==> src/qte_pkg.sv <==
// Shared types, constants and elaboration-time helpers for the quaternion to Euler block.
package qte_pkg;

  typedef logic signed [63:0] fx_t;

  typedef struct packed {
    fx_t c00;
    fx_t c10;
    fx_t c20;
    fx_t c21;
    fx_t c22;
  } dcm_t;

  localparam fx_t QPI_FIX = 64'sh0C90_FDAA_2216_8C23;
  localparam fx_t PI_FIX = QPI_FIX <<< 2;
  localparam logic [31:0] INV_GAIN = 32'h9B74_EDA8;
  localparam logic signed [63:0] ROLL_LIM = 64'sd843314857;
  localparam logic signed [63:0] PITCH_LIM = 64'sd421657428;
  localparam int ROLL_W = 31;
  localparam int PITCH_W = 30;

  // Restoring long division, evaluated on constants only.
  function automatic logic [63:0] const_udiv(input logic [63:0] num, input logic [63:0] den);
    logic [63:0] q;
    logic [64:0] rem;
    q = '0;
    rem = '0;
    for (int b = 63; b >= 0; b--) begin
      rem = {rem[63:0], num[b]};
      if (rem >= {1'b0, den}) begin
        rem = rem - {1'b0, den};
        q[b] = 1'b1;
      end
    end
    return q;
  endfunction

  // atan(2^-i) at 60 fraction bits by the truncated alternating series.
  function automatic fx_t micro_angle(input int i);
    logic [63:0] acc;
    logic [63:0] term;
    int n;
    acc = '0;
    if (i == 0) begin
      return QPI_FIX;
    end
    for (int k = 0; k < 61; k++) begin
      n = 2 * k + 1;
      if (i * n <= 60) begin
        term = const_udiv(64'd1 << (60 - i * n), 64'(n));
        if (k % 2 == 1) begin
          acc = acc - term;
        end else begin
          acc = acc + term;
        end
      end
    end
    return fx_t'(acc);
  endfunction

endpackage

==> src/qte_norm.sv <==
// Common power-of-two normalization of three operands: max stage, then six shift stages.
module qte_norm
  import qte_pkg::*;
(
  input  logic clk,
  input  logic rst_n,
  input  logic in_vld,
  input  fx_t  a,
  input  fx_t  b,
  input  fx_t  c,
  output logic out_vld,
  output fx_t  a_out,
  output fx_t  b_out,
  output fx_t  c_out
);

  localparam int NSH = 6;

  fx_t a_r [0:NSH];
  fx_t b_r [0:NSH];
  fx_t c_r [0:NSH];
  logic [60:0] m_r [0:NSH];
  logic [NSH:0] v_r;

  logic [60:0] ma, mb, mc, m_nxt;

  always_comb begin
    ma = 61'(a[63] ? -a : a);
    mb = 61'(b[63] ? -b : b);
    mc = 61'(c[63] ? -c : c);
    m_nxt = ma;
    if (mb > m_nxt) begin
      m_nxt = mb;
    end
    if (mc > m_nxt) begin
      m_nxt = mc;
    end
  end

  always_ff @(posedge clk) begin
    if (!rst_n) begin
      v_r[0] <= 1'b0;
    end else begin
      v_r[0] <= in_vld;
    end
    a_r[0] <= a;
    b_r[0] <= b;
    c_r[0] <= c;
    m_r[0] <= m_nxt;
  end

  for (genvar j = 0; j < NSH; j++) begin : g_sh
    localparam int SH = 32 >> j;
    logic take;
    assign take = m_r[j] < (61'd1 << (60 - SH));
    always_ff @(posedge clk) begin
      if (!rst_n) begin
        v_r[j+1] <= 1'b0;
      end else begin
        v_r[j+1] <= v_r[j];
      end
      a_r[j+1] <= take ? (a_r[j] <<< SH) : a_r[j];
      b_r[j+1] <= take ? (b_r[j] <<< SH) : b_r[j];
      c_r[j+1] <= take ? (c_r[j] <<< SH) : c_r[j];
      m_r[j+1] <= take ? (m_r[j] << SH) : m_r[j];
    end
  end

  assign out_vld = v_r[NSH];
  assign a_out = a_r[NSH];
  assign b_out = b_r[NSH];
  assign c_out = c_r[NSH];

endmodule

==> config.mk <==
export PLATFORM = sky130hd
export DESIGN_NAME = qte_norm
export DESIGN_NICKNAME = d
export VERILOG_FILES = /design/src/qte_pkg.sv /design/src/qte_norm.sv
export SDC_FILE = /design/constraint.sdc
export NUM_CORES = 2
export LEC_CHECK = 0
export BUFFER_PORTS_ARGS = -buffer_cell sky130_fd_sc_hd__buf_2
export CAP_MARGIN = 20
export CELL_PAD_IN_SITES_DETAIL_PLACEMENT = 0
export CELL_PAD_IN_SITES_GLOBAL_PLACEMENT = 1
export CORE_ASPECT_RATIO = 1.1
export CORE_MARGIN = 2
export CORE_UTILIZATION = 40
export CTS_CLUSTER_SIZE = 40
export DETAILED_ROUTE_END_ITERATION = 8
export PLACE_DENSITY_LB_ADDON = 0.1
export SYNTH_ARGS = -nofsm -noshare
export SYNTH_HDL_FRONTEND = slang
export SYNTH_SLANG_ARGS = --single-unit
==> constraint.sdc <==
create_clock -name clk -period 25.2 [get_ports clk]
set_input_delay 1.26 -clock clk [delete_from_list [all_inputs] [get_ports clk]]
set_output_delay 1.26 -clock clk [all_outputs]
set_load 0.02 [all_outputs]
-- Word-level counts from Yosys, hierarchy flattened
Memories as Yosys holds them, arrays and structs flattened.
Index checks and enable logic that the tools add are counted.
- add/subtract/negate cells: 3
- multiply operators: 0
- divide/modulo/power cells: 0
- order comparisons: 8
- eq/ne operators: 0
- shifts and indexed selects: 0
- muxes and demuxes: 29
- bitwise logic cells: 0
- reductions and logical operators: 0
- operator list (kind ; count):
    two-way mux 64 bit ; 18
    two-way mux 61 bit ; 11
    negator 61 bit ; 3
    > comparator 61 bit ; 2
    less-than comparator 61 x 29 -> 1 bit (second input constant) ; 1
    less-than comparator 61 x 45 -> 1 bit (second input constant) ; 1
    less-than comparator 61 x 53 -> 1 bit (second input constant) ; 1
    less-than comparator 61 x 57 -> 1 bit (second input constant) ; 1
    less-than comparator 61 x 59 -> 1 bit (second input constant) ; 1
    less-than comparator 61 x 60 -> 1 bit (second input constant) ; 1
- flip-flop bits (word level): 7
- bits in latches: 0
- bits in writable memories: 1771
- ROM bits: 0
- input port bits: 195
- output and inout port bits: 193
- logic and storage cells: 51
- memories kept: 4
- memory list (name ; depth ; width ; read ports ; clocked after memory_dff ; wr ports ; line ; source):
    a_r ; 7 ; 64 ; 7 ; 0 ; 7 ; qte_norm.sv:19 ; fx_t a_r [0:NSH];
    b_r ; 7 ; 64 ; 7 ; 0 ; 7 ; qte_norm.sv:20 ; fx_t b_r [0:NSH];
    c_r ; 7 ; 64 ; 7 ; 0 ; 7 ; qte_norm.sv:21 ; fx_t c_r [0:NSH];
    m_r ; 7 ; 61 ; 6 ; 0 ; 7 ; qte_norm.sv:22 ; logic [60:0] m_r [0:NSH];

-- Logic depth before layout (Yosys ltp)
- depth in word-level cells: 6
- depth in mapped cells: 37
- gate-level depth less buffers: 32

-- Worst setup path after synthesis
Ideal clock, no wire load.
- path kind: in2reg
- from: in b[17]
- to: mem m_r[0][25]
- library setup time: 120 ps
- arrival: 8711 ps
- required time: 25080 ps
- slack: 16369 ps
- stages on the path: 31
- buffers on the path: 4
- cells stage by stage: or4_4 or3_1 buf_2 or3_1 or3b_1 or4b_1 o41ai_1 xor2_1 inv_1 ha_1 nand2_1 nor3_1 nand4_1 nor4b_4 and2_1 a211o_1 clkbuf_1 a21boi_0 or2_1 ha_1 a21o_1 a21o_1 a21oi_1 o21a_1 o211ai_1 a211oi_1 a2bb2oi_1 clkbuf_1 clkbuf_1 o211ai_1 a211o_1
- RTL lines (what ; line ; source):
    start: declaration ; qte_norm.sv:9 ; input fx_t b,
    end: declaration ; qte_norm.sv:22 ;

==> impl_metrics.json <==
{
  "hold_start": "m_r[3][60]",
  "ios": 388,
  "syn_nets": 4541,
  "crit_arrival_ns": 12.13,
  "r2r_start": "m_r[4][59]",
  "required_ns": 25.88,
  "htreeDepth": 4,
  "synth_seq_area_share": 0.567,
  "postCtsSetupRepairBufs": 0,
  "drt-initial-drc-count": 1995,
  "finalHoldViolCount": 0,
  "crit_path_start_kind": "input port",
  "yosysTopAreaCell": "dfxtp_1",
  "cts_hold_buf": 0,
  "hold_path_end": "m_r[4][60]",
  "die_x_um": 348,
  "synth_cell_type_count": 77,
  "synth-main-ff-cell": "dfxtp_1",
  "fillers": 12000,
  "maxCapViolations": 0,
  "p_total_w": 0.00651,
  "firstDrtPassIters": 5,
  "synth.avg_cell_area_um2": 12.3,
  "outcome": "completed",
  "tritoncts": "yes",
  "core-area_mm2": 0.129,
  "antenna_found_initial": 40,
  "holdCritPathClass": "reg -> reg",
  "finalCritPeriodShare": 0.454,
  "ir_drop_v": 0.0000664,
  "placementRows": 138,
  "totalWireLength_um": 158000,
  "rr_worst_depth": 5,
  "die-area_mm2": 0.133,
  "start_util": 0.404,
  "fmax_ghz": 0.0873,
  "yosysWarnings": 0,
  "dp.cells": 6119,
  "reg2reg_to": "a_r[5][24]",
  "root_buffer": "clkbuf_16",
  "worstMarginPinSlew_ns": 1.12,
  "finalCriticalPeriod_ns": 11.45,
  "via_per_inst": 5.03,
  "num_vias": 32200,
  "grt_overflow_total": 0,
  "grt_pass1_wl_um": 226000,
  "grt_max_degree": 140,
  "insertion_delay_ns": 0.79,
  "ant_nets": 0,
  "die_h_um": 382,
  "slowest_delay_ns": 0.75,
  "finalSetupTns_ns": 0,
  "layout.cells.non_filler": 6402,
  "slew_violations": 0,
  "cts_made_buffers": 151,
  "syn2layout_area_growth_pct": 16.7,
  "rsz0062_at_grt": "no",
  "clkTransAtPathRegs_ns": 0.06,
  "crit_type": "in -> reg",
  "dp_hpwl_um": 121000,
  "yosys-top-cells-area": "dfxtp_1, mux2_2, ha_1",
  "cp_slowest_cell": "buf_4",
  "critical-path-top-delay-family": "simple AND/OR/NAND/NOR gates",
  "drive_above_1_share": 0.359,
  "gp_congestion": 0.907,
  "wl_per_cell_um": 24.7,
  "grt_pass1_vias": 32700,
  "power_density_mw_per_mm2": 107,
  "synth-async-reset-ratio": 0,
  "relSlewSlack": 0.247,
  "finalNetCount": 4907,
  "syn_inst": 4227,
  "netlist.area_leader.share": 0.567,
  "hold_path_depth": 0,
  "synthesis.area_mm2": 0.0520,
  "worst-path-max-fanout": 75,
  "endpoint_kind": "flop",
  "synth_edf_count": 0,
  "drc_errors": 0,
  "cts.sinks": 1474,
  "grtUsageTotal": 0.234,
  "port_buffers": 387,
  "cts_buffer_depth": 3,
  "synth_seq_cells": 1474,
  "setup_viol": 0,
  "cp_num_buf_inv": 7,
  "finClkSkew_ns": 0.0379,
  "post_cts_resized": 0,
  "leakage_nw": 24.6,
  "r2r_slack_ns": 21.81
}
==> state kept, by name, indices dropped and copies added (netlist names) <==
signal   cells
b_r        448
out_vld      1
c_r        448
v_r          6
a_r        448
m_r        123
==> layer usage <==
metal / part of all wire / global-route usage / vias up / wire [µm]
li1: - / - / 15700 / -
met1: 0.48 / 0.334 / 15400 / 76500
met2: 0.43 / 0.357 / 881 / 68600
met3: 0.054 / 0.0475 / 259 / 8550
met4: 0.026 / 0.0673 / 20 / 4150
met5: 0.00077 / 0 / - / 121
==> final cells by class <==
class,instances,area [µm²],share of cell area
inverters,50,188,0.00309
repair buffers,424,2230,0.0368
clock buffers,215,4420,0.0729
diodes,9,22.5,0.000371
clock inverters,58,679,0.0112
flip-flops and latches,1474,29500,0.486
well taps,1680,2100,0.0346
multi-input cells,2492,21500,0.355
==> worst reg2reg max path: stages, from the launching register on <==
cell and delay, ns:
dfxtp_1 0.32, nor3_2 0.17, buf_4 0.64, buf_4 0.73
buf_4 0.90, mux2_2 0.52
==> worst max path at each step <==
stage,cells after the start,to,from
2_1_floorplan,31,m_r[0][25],b[17]
3_3_place_gp,34,m_r[0][6],b[0]
3_5_place_dp,34,m_r[0][15],b[0]
4_1_cts,34,m_r[0][15],b[0]
5_1_grt,33,m_r[0][15],b[0]
6_report,35,m_r[0][29],b[0]
==> synth_stat cells, drive strengths merged (51+ instances only) <==
library cell and number:
dfxtp 1474, clkbuf 189, nor2b 213, xnor2 87
nand2 117, ha 119, xor2 91, nand3 51
nor2 72, o31ai 68, mux2 964, a21o 88
o21ai 148
==> cells by family (layout without fill, tap and decap cells) <==
logic type                 count (synthesis)  after routing  synth area share
AOI/OAI and AO/OA                        472            472            0.0619
muxes                                    971            971             0.210
other                                      0              9                 0
DFF                                     1474           1474             0.567
buffers and inverters                    261            747            0.0200
and+or+nand+nor                          750            750            0.0819
xor gates and xnor gates                 178            178            0.0300
adders and majority gates                121            121            0.0290
==> power breakdown <==
group	switching (W)	total, W	internal (W)	leakage [nW]
clock	0.000951	0.00227	0.00132	2.51
sequential	0.000210	0.00296	0.00275	12.4
combinational	0.000719	0.00128	0.000560	9.70
==> placed cells by master, fill, tap and decap left out, types with 27 or more instances in the layout <==
cell / instances
nand2_1: 117
nand3_1: 50
or3_1: 44
buf_4: 35
nand4_1: 33
inv_1: 50
mux2_2: 963
ha_1: 119
nor2_1: 68
clkbuf_1: 27
nor4_1: 35
o21ai_0: 138
clkbuf_16: 154
buf_2: 387
dfxtp_1: 1474
nor3_1: 39
xor2_1: 91
clkbuf_8: 34
xnor2_1: 87
a21oi_1: 38
nor2b_1: 213
or4_1: 29
a21o_1: 88
o31ai_1: 68
==> stage by stage <==
stage | worst slack (ns) | utilization | cell area, µm² | hold WS [ns]
6_report | 13.75 | 0.471 | 60700 | 0.353
5_1_grt | 13.09 | 0.471 | 60700 | 0.357
4_1_cts | 13.89 | 0.471 | 60700 | 0.348
3_5_place_dp | 13.07 | 0.431 | 55600 | 0.341
3_3_place_gp | 13.24 | 0.431 | 55500 | 0.344
2_1_floorplan | 16.37 | - | 52000 | 0.397
(Power assumes the default switching activity.)
